==> config.mk <==
export PLATFORM = sky130hd
export DESIGN_NAME = bresenham_line_stepper_flat
export DESIGN_NICKNAME = d
export VERILOG_FILES = /design/src/rtl/bls_pkg.sv /design/src/rtl/bls_if.sv /design/src/rtl/bresenham_line_stepper.sv /design/src/flat_wrapper.sv
export SDC_FILE = /design/constraint.sdc
export NUM_CORES = 2
export LEC_CHECK = 0
export BUFFER_PORTS_ARGS = -buffer_cell sky130_fd_sc_hd__buf_2
export CORE_MARGIN = 3
export CORE_UTILIZATION = 25
export CTS_BUF_LIST = sky130_fd_sc_hd__clkbuf_4
export DETAILED_ROUTE_END_ITERATION = 12
export HOLD_SLACK_MARGIN = 0.02
export SETUP_SLACK_MARGIN = 0.1
export SLEW_MARGIN = 10
export SYNTH_ARGS = -nofsm -noshare
export SYNTH_HDL_FRONTEND = slang
export SYNTH_SLANG_ARGS = --single-unit
==> constraint.sdc <==
create_clock -name clk -period 11.9 [get_ports clk]
set_input_delay 1.19 -clock clk [delete_from_list [all_inputs] [get_ports clk]]
set_output_delay 1.19 -clock clk [all_outputs]
set_load 0.05 [all_outputs]
==> src/rtl/bls_pkg.sv <==
// ----------------------------------------------------------------------------
// bls_pkg
// Shared constants and codes for the Bresenham line stepper.
// ----------------------------------------------------------------------------
package bls_pkg;

  // Default coordinate width in bits.
  localparam int COORD_BITS_DEFAULT = 16;

  // APB address width: five registers at byte addresses 0, 4, ... 16.
  localparam int PADDR_BITS = 5;
  localparam int REG_IDX_BITS = 3;

  // Register indexes, taken from paddr[4:2].
  typedef enum logic [REG_IDX_BITS-1:0] {
    REG_WINDOW_WIDTH   = 3'd0,
    REG_WINDOW_HEIGHT  = 3'd1,
    REG_FRAME_BASE     = 3'd2,
    REG_ROW_BYTES      = 3'd3,
    REG_BITS_PER_PIXEL = 3'd4
  } cfg_reg_t;

  // Command codes.
  localparam logic CMD_START   = 1'b0;
  localparam logic CMD_ADVANCE = 1'b1;

  // Register reset values.
  localparam logic [14:0] WINDOW_WIDTH_RESET   = 15'd1920;
  localparam logic [14:0] WINDOW_HEIGHT_RESET  = 15'd1080;
  localparam logic [31:0] FRAME_BASE_RESET     = 32'd0;
  localparam logic [15:0] ROW_BYTES_RESET      = 16'd7680;
  localparam logic [5:0]  BITS_PER_PIXEL_RESET = 6'd32;

endpackage

==> src/rtl/bls_if.sv <==
// ----------------------------------------------------------------------------
// bls_cmd_if / bls_pixel_if
// Valid/ready channels for line commands and plotted pixels.
// ----------------------------------------------------------------------------
interface bls_cmd_if #(
  parameter int COORD_BITS = bls_pkg::COORD_BITS_DEFAULT
);
  logic                         valid;
  logic                         ready;
  logic                         cmd;
  logic signed [COORD_BITS-1:0] x_start;
  logic signed [COORD_BITS-1:0] y_start;
  logic signed [COORD_BITS-1:0] x_end;
  logic signed [COORD_BITS-1:0] y_end;
  logic [31:0]                  pixel_color;

  modport source (output valid, cmd, x_start, y_start, x_end, y_end, pixel_color,
                  input ready);
  modport sink   (input valid, cmd, x_start, y_start, x_end, y_end, pixel_color,
                  output ready);
endinterface

interface bls_pixel_if #(
  parameter int COORD_BITS = bls_pkg::COORD_BITS_DEFAULT
);
  logic                         valid;
  logic                         ready;
  logic                         pixel_write;
  logic signed [COORD_BITS-1:0] pixel_x;
  logic signed [COORD_BITS-1:0] pixel_y;
  logic [31:0]                  pixel_address;
  logic [31:0]                  write_color;
  logic                         line_done;

  modport source (output valid, pixel_write, pixel_x, pixel_y, pixel_address,
                  write_color, line_done, input ready);
  modport sink   (input valid, pixel_write, pixel_x, pixel_y, pixel_address,
                  write_color, line_done, output ready);
endinterface

==> src/rtl/bresenham_line_stepper.sv <==
// ----------------------------------------------------------------------------
// bresenham_line_stepper
// Integer Bresenham line rasteriser producing one framebuffer pixel per step.
// ----------------------------------------------------------------------------
//
//   Channel     Dir  Handshake          Contents
//   cmd_chan    in   valid/ready        cmd, endpoints, pixel_color
//   pixel_chan  out  valid/ready        write flag, point, address, colour, done
//   APB         in   psel/penable       window, frame base, row pitch, bpp
//
// Every command transaction produces exactly one pixel transaction. A command
// is processed in the cycle it is accepted, and its result is registered, so
// the block sustains one transaction per clock until both result entries are
// full. The rate is set by the single state update loop (one add and compare
// on the decision term) and the address multiply, both combinational.
// A two-entry result buffer (output register plus skid register) lets a
// command be accepted while a result is still waiting; ready drops only once
// both entries are full. Synchronous active-high reset empties the buffer,
// clears the line state and loads the register defaults.
// ----------------------------------------------------------------------------
module bresenham_line_stepper #(
  parameter int COORD_BITS = bls_pkg::COORD_BITS_DEFAULT
) (
  input  logic                            clk,
  input  logic                            rst,
  bls_cmd_if.sink                         cmd_chan,
  bls_pixel_if.source                     pixel_chan,
  input  logic                            psel,
  input  logic                            penable,
  input  logic                            pwrite,
  input  logic [bls_pkg::PADDR_BITS-1:0]  paddr,
  input  logic [31:0]                     pwdata,
  output logic [31:0]                     prdata,
  output logic                            pready
);

  localparam int W    = COORD_BITS;
  // The decision term stays within a few times the major length.
  localparam int DW   = W + 4;
  // Compare width wide enough for both a coordinate and a 15-bit window size.
  localparam int CMPW = ((W > 15) ? W : 15) + 1;

  // One result as it sits in the output buffer.
  typedef struct packed {
    logic                pixel_write;
    logic signed [W-1:0] pixel_x;
    logic signed [W-1:0] pixel_y;
    logic [31:0]         pixel_address;
    logic [31:0]         write_color;
    logic                line_done;
  } result_t;

  // Configuration registers.
  logic [14:0] window_width;
  logic [14:0] window_height;
  logic [31:0] frame_base;
  logic [15:0] row_bytes;
  logic [5:0]  bits_per_pixel;

  // Line state.
  logic signed [W-1:0]  cur_x, cur_y, goal_x, goal_y;
  logic signed [DW-1:0] decision;
  logic [W+1:0]         add_straight;
  logic signed [W+1:0]  add_diagonal;
  logic                 x_major;
  logic [31:0]          line_color;
  logic                 line_active;

  logic signed [W-1:0]  cur_x_next, cur_y_next, goal_x_next, goal_y_next;
  logic signed [DW-1:0] decision_next;
  logic [W+1:0]         add_straight_next;
  logic signed [W+1:0]  add_diagonal_next;
  logic                 x_major_next;
  logic [31:0]          line_color_next;
  logic                 line_active_next;

  // Output buffer.
  result_t head, skid, res_new;
  logic    head_valid, skid_valid;
  logic    accept, pop;

  // Start-of-line set-up terms.
  logic signed [W:0] dx_s, dy_s;
  logic [W:0]        dx_abs, dy_abs, major, minor, minor_less_major;

  // Per-step terms.
  logic [31:0]          ux, uy, row_term, pix_term, step_address;
  logic                 in_window;
  logic signed [DW-1:0] straight_ext, diag_ext;
  logic                 go_straight;
  logic signed [W-1:0]  moved_x, moved_y;
  logic                 step_done;

  // Move a coordinate one pixel towards its goal, wrapping at the coordinate
  // width.
  function automatic logic signed [W-1:0] toward(input logic signed [W-1:0] c,
                                                 input logic signed [W-1:0] g);
    toward = (c < g) ? W'(c + 1) : W'(c - 1);
  endfunction

  // --------------------------------------------------------------------------
  // APB register file. pready is tied high, so a write lands on the access
  // cycle. Addresses beyond the register list are ignored and read as zero.
  // --------------------------------------------------------------------------
  assign pready = 1'b1;

  always_ff @(posedge clk) begin
    if (rst) begin
      window_width   <= bls_pkg::WINDOW_WIDTH_RESET;
      window_height  <= bls_pkg::WINDOW_HEIGHT_RESET;
      frame_base     <= bls_pkg::FRAME_BASE_RESET;
      row_bytes      <= bls_pkg::ROW_BYTES_RESET;
      bits_per_pixel <= bls_pkg::BITS_PER_PIXEL_RESET;
    end else if (psel && penable && pwrite) begin
      case (paddr[4:2])
        bls_pkg::REG_WINDOW_WIDTH:   window_width   <= pwdata[14:0];
        bls_pkg::REG_WINDOW_HEIGHT:  window_height  <= pwdata[14:0];
        bls_pkg::REG_FRAME_BASE:     frame_base     <= pwdata;
        bls_pkg::REG_ROW_BYTES:      row_bytes      <= pwdata[15:0];
        bls_pkg::REG_BITS_PER_PIXEL: bits_per_pixel <= pwdata[5:0];
        default: ;
      endcase
    end
  end

  always_comb begin
    case (paddr[4:2])
      bls_pkg::REG_WINDOW_WIDTH:   prdata = {17'd0, window_width};
      bls_pkg::REG_WINDOW_HEIGHT:  prdata = {17'd0, window_height};
      bls_pkg::REG_FRAME_BASE:     prdata = frame_base;
      bls_pkg::REG_ROW_BYTES:      prdata = {16'd0, row_bytes};
      bls_pkg::REG_BITS_PER_PIXEL: prdata = {26'd0, bits_per_pixel};
      default:                     prdata = 32'd0;
    endcase
  end

  // --------------------------------------------------------------------------
  // Handshake. The buffer has room unless the skid register is occupied.
  // --------------------------------------------------------------------------
  assign cmd_chan.ready = !skid_valid;
  assign accept         = cmd_chan.valid && !skid_valid;
  assign pop            = head_valid && pixel_chan.ready;

  // --------------------------------------------------------------------------
  // Line set-up: absolute deltas with one spare bit, so that a full-range
  // span of up to two to the coordinate width minus one is held exactly.
  // --------------------------------------------------------------------------
  always_comb begin
    dx_s   = (W+1)'(cmd_chan.x_end) - (W+1)'(cmd_chan.x_start);
    dy_s   = (W+1)'(cmd_chan.y_end) - (W+1)'(cmd_chan.y_start);
    dx_abs = dx_s[W] ? $unsigned(-dx_s) : $unsigned(dx_s);
    dy_abs = dy_s[W] ? $unsigned(-dy_s) : $unsigned(dy_s);
    major  = (dx_abs >= dy_abs) ? dx_abs : dy_abs;
    minor  = (dx_abs >= dy_abs) ? dy_abs : dx_abs;
    // Never positive and no smaller than minus two to the coordinate width.
    minor_less_major = minor - major;
  end

  // --------------------------------------------------------------------------
  // Step terms, taken from the current point before it moves.
  // --------------------------------------------------------------------------
  always_comb begin
    ux       = 32'(cur_x);
    uy       = 32'(cur_y);
    row_term = uy * {16'd0, row_bytes};
    pix_term = ux * {29'd0, bits_per_pixel[5:3]};
    step_address = frame_base + row_term + pix_term;

    in_window = !cur_x[W-1] && !cur_y[W-1] &&
                (CMPW'($unsigned(cur_x)) < CMPW'(window_width)) &&
                (CMPW'($unsigned(cur_y)) < CMPW'(window_height));

    straight_ext = $signed({2'b00, add_straight});
    diag_ext     = {{2{add_diagonal[W+1]}}, add_diagonal};
    go_straight  = decision[DW-1];

    // The minor axis moves only on a diagonal step.
    if (x_major) begin
      moved_y   = go_straight ? cur_y : toward(cur_y, goal_y);
      moved_x   = toward(cur_x, goal_x);
      step_done = (moved_x == goal_x);
    end else begin
      moved_x   = go_straight ? cur_x : toward(cur_x, goal_x);
      moved_y   = toward(cur_y, goal_y);
      step_done = (moved_y == goal_y);
    end
  end

  // --------------------------------------------------------------------------
  // Next line state and the result of the command on offer.
  // --------------------------------------------------------------------------
  always_comb begin
    cur_x_next        = cur_x;
    cur_y_next        = cur_y;
    goal_x_next       = goal_x;
    goal_y_next       = goal_y;
    decision_next     = decision;
    add_straight_next = add_straight;
    add_diagonal_next = add_diagonal;
    x_major_next      = x_major;
    line_color_next   = line_color;
    line_active_next  = line_active;

    res_new.pixel_write   = 1'b0;
    res_new.pixel_x       = cur_x;
    res_new.pixel_y       = cur_y;
    res_new.pixel_address = 32'd0;
    res_new.write_color   = 32'd0;
    res_new.line_done     = 1'b1;

    if (cmd_chan.cmd == bls_pkg::CMD_START) begin
      cur_x_next        = cmd_chan.x_start;
      cur_y_next        = cmd_chan.y_start;
      goal_x_next       = cmd_chan.x_end;
      goal_y_next       = cmd_chan.y_end;
      line_color_next   = cmd_chan.pixel_color;
      x_major_next      = (dx_abs >= dy_abs);
      add_straight_next = {minor, 1'b0};
      add_diagonal_next = {minor_less_major, 1'b0};
      decision_next     = $signed({2'b00, minor, 1'b0}) - $signed({3'b000, major});
      // A zero-length line never becomes active.
      line_active_next  = (major != '0);

      res_new.pixel_x   = cmd_chan.x_start;
      res_new.pixel_y   = cmd_chan.y_start;
      res_new.line_done = (major == '0);
    end else if (line_active) begin
      cur_x_next       = moved_x;
      cur_y_next       = moved_y;
      decision_next    = decision + (go_straight ? straight_ext : diag_ext);
      line_active_next = !step_done;

      // A clipped point still reports its address and colour.
      res_new.pixel_write   = in_window;
      res_new.pixel_address = step_address;
      res_new.write_color   = line_color;
      res_new.line_done     = step_done;
    end
  end

  always_ff @(posedge clk) begin
    if (rst) begin
      cur_x        <= '0;
      cur_y        <= '0;
      goal_x       <= '0;
      goal_y       <= '0;
      decision     <= '0;
      add_straight <= '0;
      add_diagonal <= '0;
      x_major      <= 1'b1;
      line_color   <= 32'd0;
      line_active  <= 1'b0;
    end else if (accept) begin
      cur_x        <= cur_x_next;
      cur_y        <= cur_y_next;
      goal_x       <= goal_x_next;
      goal_y       <= goal_y_next;
      decision     <= decision_next;
      add_straight <= add_straight_next;
      add_diagonal <= add_diagonal_next;
      x_major      <= x_major_next;
      line_color   <= line_color_next;
      line_active  <= line_active_next;
    end
  end

  // --------------------------------------------------------------------------
  // Two-entry result buffer. The head drives the output; the skid register
  // catches a result accepted while the head is stalled.
  // --------------------------------------------------------------------------
  always_ff @(posedge clk) begin
    if (rst) begin
      head_valid <= 1'b0;
      skid_valid <= 1'b0;
    end else if (pop) begin
      if (skid_valid) begin
        head_valid <= 1'b1;
        skid_valid <= accept;
      end else begin
        head_valid <= accept;
      end
    end else if (!head_valid) begin
      head_valid <= accept;
    end else if (accept) begin
      skid_valid <= 1'b1;
    end
  end

  always_ff @(posedge clk) begin
    if (pop) begin
      if (skid_valid) begin
        head <= skid;
        skid <= res_new;
      end else begin
        head <= res_new;
      end
    end else if (!head_valid) begin
      head <= res_new;
    end else if (accept) begin
      skid <= res_new;
    end
  end

  assign pixel_chan.valid         = head_valid;
  assign pixel_chan.pixel_write   = head.pixel_write;
  assign pixel_chan.pixel_x       = head.pixel_x;
  assign pixel_chan.pixel_y       = head.pixel_y;
  assign pixel_chan.pixel_address = head.pixel_address;
  assign pixel_chan.write_color   = head.write_color;
  assign pixel_chan.line_done     = head.line_done;

endmodule

==> src/flat_wrapper.sv <==
// flat-port wrapper written by rule: the top's interface ports become plain ports
module bresenham_line_stepper_flat 
#(
  parameter int COORD_BITS = bls_pkg::COORD_BITS_DEFAULT
)
  (clk, rst, psel, penable, pwrite, paddr, pwdata, prdata, pready, cmd_chan_valid, cmd_chan_cmd, cmd_chan_x_start, cmd_chan_y_start, cmd_chan_x_end, cmd_chan_y_end, cmd_chan_pixel_color, cmd_chan_ready, pixel_chan_valid, pixel_chan_pixel_write, pixel_chan_pixel_x, pixel_chan_pixel_y, pixel_chan_pixel_address, pixel_chan_write_color, pixel_chan_line_done, pixel_chan_ready);
  bls_cmd_if #(.COORD_BITS(COORD_BITS)) cmd_chan_i ();
  bls_pixel_if #(.COORD_BITS(COORD_BITS)) pixel_chan_i ();
  input  logic clk;
  input  logic rst;
  input  logic psel;
  input  logic penable;
  input  logic pwrite;
  input  logic [bls_pkg::PADDR_BITS-1:0] paddr;
  input  logic [31:0] pwdata;
  output logic [31:0] prdata;
  output logic pready;
  input wire logic [$bits(cmd_chan_i.valid)-1:0] cmd_chan_valid;
  input wire logic [$bits(cmd_chan_i.cmd)-1:0] cmd_chan_cmd;
  input wire logic [$bits(cmd_chan_i.x_start)-1:0] cmd_chan_x_start;
  input wire logic [$bits(cmd_chan_i.y_start)-1:0] cmd_chan_y_start;
  input wire logic [$bits(cmd_chan_i.x_end)-1:0] cmd_chan_x_end;
  input wire logic [$bits(cmd_chan_i.y_end)-1:0] cmd_chan_y_end;
  input wire logic [$bits(cmd_chan_i.pixel_color)-1:0] cmd_chan_pixel_color;
  output wire logic [$bits(cmd_chan_i.ready)-1:0] cmd_chan_ready;
  output wire logic [$bits(pixel_chan_i.valid)-1:0] pixel_chan_valid;
  output wire logic [$bits(pixel_chan_i.pixel_write)-1:0] pixel_chan_pixel_write;
  output wire logic [$bits(pixel_chan_i.pixel_x)-1:0] pixel_chan_pixel_x;
  output wire logic [$bits(pixel_chan_i.pixel_y)-1:0] pixel_chan_pixel_y;
  output wire logic [$bits(pixel_chan_i.pixel_address)-1:0] pixel_chan_pixel_address;
  output wire logic [$bits(pixel_chan_i.write_color)-1:0] pixel_chan_write_color;
  output wire logic [$bits(pixel_chan_i.line_done)-1:0] pixel_chan_line_done;
  input wire logic [$bits(pixel_chan_i.ready)-1:0] pixel_chan_ready;
  assign cmd_chan_i.valid = cmd_chan_valid;
  assign cmd_chan_i.cmd = cmd_chan_cmd;
  assign cmd_chan_i.x_start = cmd_chan_x_start;
  assign cmd_chan_i.y_start = cmd_chan_y_start;
  assign cmd_chan_i.x_end = cmd_chan_x_end;
  assign cmd_chan_i.y_end = cmd_chan_y_end;
  assign cmd_chan_i.pixel_color = cmd_chan_pixel_color;
  assign cmd_chan_ready = cmd_chan_i.ready;
  assign pixel_chan_valid = pixel_chan_i.valid;
  assign pixel_chan_pixel_write = pixel_chan_i.pixel_write;
  assign pixel_chan_pixel_x = pixel_chan_i.pixel_x;
  assign pixel_chan_pixel_y = pixel_chan_i.pixel_y;
  assign pixel_chan_pixel_address = pixel_chan_i.pixel_address;
  assign pixel_chan_write_color = pixel_chan_i.write_color;
  assign pixel_chan_line_done = pixel_chan_i.line_done;
  assign pixel_chan_i.ready = pixel_chan_ready;
  bresenham_line_stepper #(.COORD_BITS(COORD_BITS)) u_core (.clk(clk), .rst(rst), .cmd_chan(cmd_chan_i), .pixel_chan(pixel_chan_i), .psel(psel), .penable(penable), .pwrite(pwrite), .paddr(paddr), .pwdata(pwdata), .prdata(prdata), .pready(pready));
endmodule
**Yosys cells after proc, flatten, opt, wreduce, memory -nomap -nowiden**

Cells that the tools add are included.
W data, S select, Z words.

- Register bits: 434
- Input bits: 141
- Output and inout port bits: 133
- Word-level logic and storage cells: 129

- Add/subtract/negate cells: 13
- Multipliers: 2
- Magnitude comparators: 5
- Equal/unequal tests: 11
- Mux-type cells: 41
- Bitwise logic cells: 1
- Reduce and logical (&&, ||, !) cells: 27

Operators with widths:

| operator | count |
|---|---|
| $mux W98 | 7 |
| $mux W16 | 10 |
| $pmux W32 S5 | 1 |
| $mux W17 | 4 |
| $mux W65 | 1 |
| $add A32 B32 Y32 | 2 |
| $mux W64 | 1 |
| $mux W20 | 3 |
| $neg A17 Y17 | 2 |
| $sub A16 B16 Y17 | 2 |
| $add A16 B2 Y16 const B | 2 |
| $eq A16 B16 Y1 | 2 |
| $lt A16 B15 Y1 | 2 |
| $lt A16 B16 Y1 | 2 |
| $mul A16 B17 Y32 | 1 |
| $mux W32 | 1 |
| $sub A16 B2 Y16 const B | 2 |
| $add A20 B20 Y20 | 1 |
| $mul A16 B4 Y20 | 1 |
| $sub A18 B17 Y19 | 1 |
| $ge A17 B17 Y1 | 1 |
| $logic_not A17 Y1 | 1 |
| $reduce_bool A17 Y1 | 1 |
| $sub A17 B17 Y17 | 1 |
| 14 further kinds | 48 |

**Logic depth before layout (Yosys ltp)**

- Depth in word-level cells: 10
- Mapped depth: 41
- Gate-level depth less buffers: 41

**Least setup slack after synthesis**

No wires, ideal clock.

- Path type: flip-flop to flip-flop
- From: reg u_core.cur_x[1]
- To: reg u_core.head (netlist bit u_core.pixel_chan.pixel_address[31]), data pin
- Library setup time: 268 ps
- Data arrival time: 8,628 ps
- Data required time: 11,632 ps
- Path slack: 3,003 ps
- Stages on the path, launching flop included: 38
- Path buffers: 0
- Period minus slack after synthesis: 8,897 ps
- Cell sequence: dfxtp_1 and2_1 ha_1 fa_1 inv_1 fa_1 nor2b_1 o21ai_0 a21boi_0 o21ai_0 a21boi_0 o21ai_0 a21boi_0 o21ai_0 nand2b_1 a31oi_1 xnor2_1 fa_1 (+2 left out) fa_1 inv_1 fa_1 inv_1 fa_1 fa_1 inv_1 ha_1 nand2_1 or3_1 a211oi_1 o31ai_1 a211o_1 a211o_1 o21a_1 o21ai_0 xnor2_1 o31ai_1

- Cells in the longest elaborated chain, start to end: 6
- Elaborated cells on any way between the ends: 7
- Those cells by class: add/sub: 1; mul: 1; mux: 5

Ends and longest elaborated chain:

| element | line | RTL |
|---|---|---|
| from (decl) | bresenham_line_stepper.sv:61 | `logic signed [W-1:0] cur_x, cur_y, goal_x, goal_y;` |
| from (signal assigned) | bresenham_line_stepper.sv:254 | `cur_x <= cur_x_next;` |
| $mul A16 B4 Y20 * | bresenham_line_stepper.sv:166 | `pix_term = ux * {29'd0, bits_per_pixel[5:3]};` |
| $add A32 B32 Y32 * | bresenham_line_stepper.sv:167 | `step_address = frame_base + row_term + pix_term;` |
| $mux W65 * | bresenham_line_stepper.sv:227 | `end else if (line_active) begin` |
| $mux W64 * | bresenham_line_stepper.sv:211 | `if (cmd_chan.cmd == bls_pkg::CMD_START) begin` |
| $mux W98 (on tied branches) | bresenham_line_stepper.sv:297, bresenham_line_stepper.sv:291 |  |
| $mux W98 * | bresenham_line_stepper.sv:290 | `if (pop) begin` |
| to (signal assigned) | bresenham_line_stepper.sv:292 | `head <= skid;` |
| to (signal assigned) | bresenham_line_stepper.sv:295 | `head <= res_new;` |
| to (signal assigned) | bresenham_line_stepper.sv:298 | `head <= res_new;` |
| to (decl) | bresenham_line_stepper.sv:78 | `result_t head, skid, res_new;` |

Every way passes the cells marked *; elsewhere a longest branch is shown, timed or not. The select of a mux whose other input is x is not followed.
A chain may end at the register's enable or synchronous reset.

**Worst setup path after layout**

- From: reg u_core.bits_per_pixel[5]
- To: reg u_core.head (netlist bit u_core.pixel_chan.pixel_address[31]), data pin

- Cells in the longest elaborated chain, start to end: 6
- Elaborated cells on any way between the ends: 7
- Those cells by class: add/sub: 1; mul: 1; mux: 5

Ends and longest elaborated chain:

| element | line | RTL |
|---|---|---|
| from (decl) | bresenham_line_stepper.sv:58 | `logic [5:0] bits_per_pixel;` |
| from (signal assigned) | bresenham_line_stepper.sv:113 | `bits_per_pixel <= bls_pkg::BITS_PER_PIXEL_RESET;` |
| from (signal assigned) | bresenham_line_stepper.sv:120 | `bls_pkg::REG_BITS_PER_PIXEL: bits_per_pixel <= pwdata[5:0];` |
| $mul A16 B4 Y20 * | bresenham_line_stepper.sv:166 |  |
| $add A32 B32 Y32 * | bresenham_line_stepper.sv:167 |  |
| $mux W65 * | bresenham_line_stepper.sv:227 |  |
| $mux W64 * | bresenham_line_stepper.sv:211 |  |
| $mux W98 (on tied branches) | bresenham_line_stepper.sv:297, bresenham_line_stepper.sv:291 |  |
| $mux W98 * | bresenham_line_stepper.sv:290 |  |

Marked as above.

==> summary.txt <==
Yosys cell types: 110
First-pass DRT Iterations: 6
H-tree Lvls: 4
FP Rows: 145
worst min path class: input port to register
largest net degree at the start of global routing: 124
Tcrit/Tclk final: 84.6%
Syn Area/Cell: 8.58 um^2
number of synthesized register bits: 433
CTS buffer count: 131
core box area: 0.157 mm^2
Slew Limit Headroom: 23.5%
drt drc: 0
skew final: 0.0907 ns
ys flop type: dfxtp_1
worst-skew pair later-pin latency: 1.06 ns
die area: 0.163 mm^2
vias in the first global route: 32700
CP Capture Type: register
Post-DP HPWL: 101 mm
layout cells sized above 1: 13.4%
antenna violations before repair: 32
io pins: 274
Least-Margin Pin Slew: 1.15 ns
GR Overflow Total: 0
Arrival @ worst endpoint: 10.80 ns
worst vdd ir: 0.118 mV
min Tclk post-route: 10.06 ns
I/O Buffers: 270
final hold vios: 0
Pwr Density: 165 mW/mm^2
Async S/R FF share, synth: 0%
RSZ-0062 raised after global routing: no
postcts setup bufs: 0
starting density of the core: 25.2%
Sink Count: 433
crit start category: register
sequential area share after synthesis: 26.9%
Clock transition at path regs: 0.07 ns
max incr delay on CP: 0.66 ns
detailed-route via count: 33300
number of max-cap violations: 0
most frequent CP cell: fa_1
Post-CTS Hold Fix Bufs: 0
commonest non-fill, non-tap cell in the layout: nand2_1
yosys warns: 0
Longest Clk Path Bufs: 3
Die Ht: 404 um
GRT Total Usage: 15.6%
Final Slew Violations: 0
EDFF count, synth: 196
Post-CTS Resized: 0
Area Growth Syn to Fin: 13.1%
Lkg Pwr: 0.0200 uW
global-route wire length before repair: 195 mm
Root Buffer: clkbuf_4
crit-path max FO: 18
post-route cell area: 0.0447 mm^2
Die X: 404 um
Max Clk Rate: 99.4 MHz
endpoints failing setup: 0
detailed-route wire length: 129 mm
status: finished, final reports clean
CTS tree: yes
Area after DPL: 0.0430 mm^2
CP required: 12.64 ns
WL/cell: 18.5 um
RePlAce Congestion: 0.892
Nets: 5599
critical path class: register to register
Worst path slowest cell: dfxtp_1
Syn Inst Count: 4604
setup tns final: 0 ns
Synth Net Count: 5379
FILL cells: 16700
most frequent cells in the layout: nand2_1, inv_1, ha_1
Mapped Area: 0.0395 mm^2
DRT iter0 DRCs: 2253
via/cell ratio: 4.76
post-route ant nets: 0
==> report_power, final <==
group          total (uW)  switching, uW  internal, uW  leakage, uW
combinational        4080           2510          1570       0.0150
clock                1510            713           792     0.000996
sequential           1790            100          1680      0.00392
==> synth_stat cells (all sizes together) (13+ instances only) <==
cell / count / area [um^2]
nand2b: 44 / 275
a211o: 25 / 220
o22ai: 15 / 93.8
a21o: 86 / 646
and3: 65 / 407
a211oi: 44 / 360
nand3: 59 / 305
a21boi: 18 / 139
clkbuf: 199 / 749
o21a: 31 / 233
o31ai: 28 / 239
or2: 13 / 83.8
xor2: 52 / 485
and2: 154 / 966
a311oi: 13 / 114
nand2: 779 / 2930
mux2: 54 / 608
dfxtp: 237 / 4740
or3: 19 / 119
ha: 360 / 4500
inv: 547 / 2050
nand4: 24 / 150
o21ai: 127 / 643
a21oi: 332 / 1680
a31oi: 26 / 184
edfxtp: 196 / 5890
nor2b: 31 / 194
nor2: 268 / 1010
nor3: 94 / 475
buf: 34 / 178
fa: 274 / 5490
xnor2: 118 / 1060
mux2i: 35 / 350
o211ai: 30 / 235
==> per-stage QoR <==
stage	utilization [%]	total power, uW	hold slack [ns]	std cells	setup WS [ns]
2_1_floorplan	-	4870	0.425	4604	3.00
4_1_cts	28.5	7410	0.197	6975	1.74
6_report	28.5	7370	0.370	6990	1.84
3_3_place_gp	27.4	5790	0.438	6749	1.76
3_5_place_dp	27.4	5850	0.442	6749	1.83
5_1_grt	28.5	7970	0.244	6980	1.15
==> state kept, by name, summed over array words and instances (netlist names), 16 cells and up <==
register                         cells
u_core.add_straight                 17
u_core.skid                         98
u_core.frame_base                   32
u_core.goal_y                       16
u_core.pixel_chan.pixel_address     32
u_core.line_color                   32
u_core.cur_y                        16
u_core.decision                     19
u_core.pixel_chan.write_color       32
u_core.cur_x                        16
u_core.row_bytes                    16
u_core.pixel_chan.pixel_y           16
u_core.goal_x                       16
u_core.add_diagonal                 17
u_core.pixel_chan.pixel_x           16
==> final cells by class <==
class	count	area (um^2)	area share, %
multi-input combinational	3390	26000	58.1
sequential	433	10600	23.8
tap	2058	2570	5.76
inverter	548	2060	4.60
timing repair buffer	320	1740	3.90
clock buffer	188	1410	3.16
clock inverter	38	258	0.577
antenna	15	37.5	0.0840
==> layer usage <==
| metal | up-vias | wire length [um] | GRT usage, % |
|---|---|---|---|
| met5 | - | 78 | 0 |
| met4 | 12 | 4910 | 6.10 |
| met3 | 226 | 10000 | 4.20 |
| met2 | 1011 | 57800 | 24.6 |
| met1 | 16000 | 56500 | 20.2 |
| li1 | 16000 | - | - |
==> kinds of logic (layout without fill, tap and decap cells) <==
family | Yosys count | in the layout | synth area share, %
simple gates | 1609 | 1609 | 18.7
mux | 98 | 98 | 2.94
flops | 433 | 433 | 26.9
compound gates | 874 | 874 | 14.5
other cells | 1 | 16 | 0.00949
xor+xnor | 174 | 174 | 4.14
fa+ha+maj | 634 | 634 | 25.3
buf+inv | 781 | 1094 | 7.55
==> worst max-delay path, delay by kind of cell, from the launching register on <==
kind / cells / cell delay (ns)
AOI/OAI and AO/OA: 15 / 3.11
adders and majority gates: 10 / 4.46
and+or+nand+nor: 5 / 0.90
buffers and inverters: 5 / 0.28
DFF: 1 / 0.66
xor gates and xnor gates: 2 / 0.35
==> final timing paths <==
check | start | endpoint | slack [ns] | cells after the start
max | u_core.bits_per_pixel[5] | u_core.pixel_chan.pixel_address[31] | 1.84 | 37
min | pwdata[17] | u_core.frame_base[17] | 0.37 | 3
max reg2reg | u_core.bits_per_pixel[5] | u_core.pixel_chan.pixel_address[31] | 1.84 | 37
min reg2reg | u_core.add_diagonal[5] | u_core.add_diagonal[5] | 0.45 | 2
(Power assumes the default switching activity.)
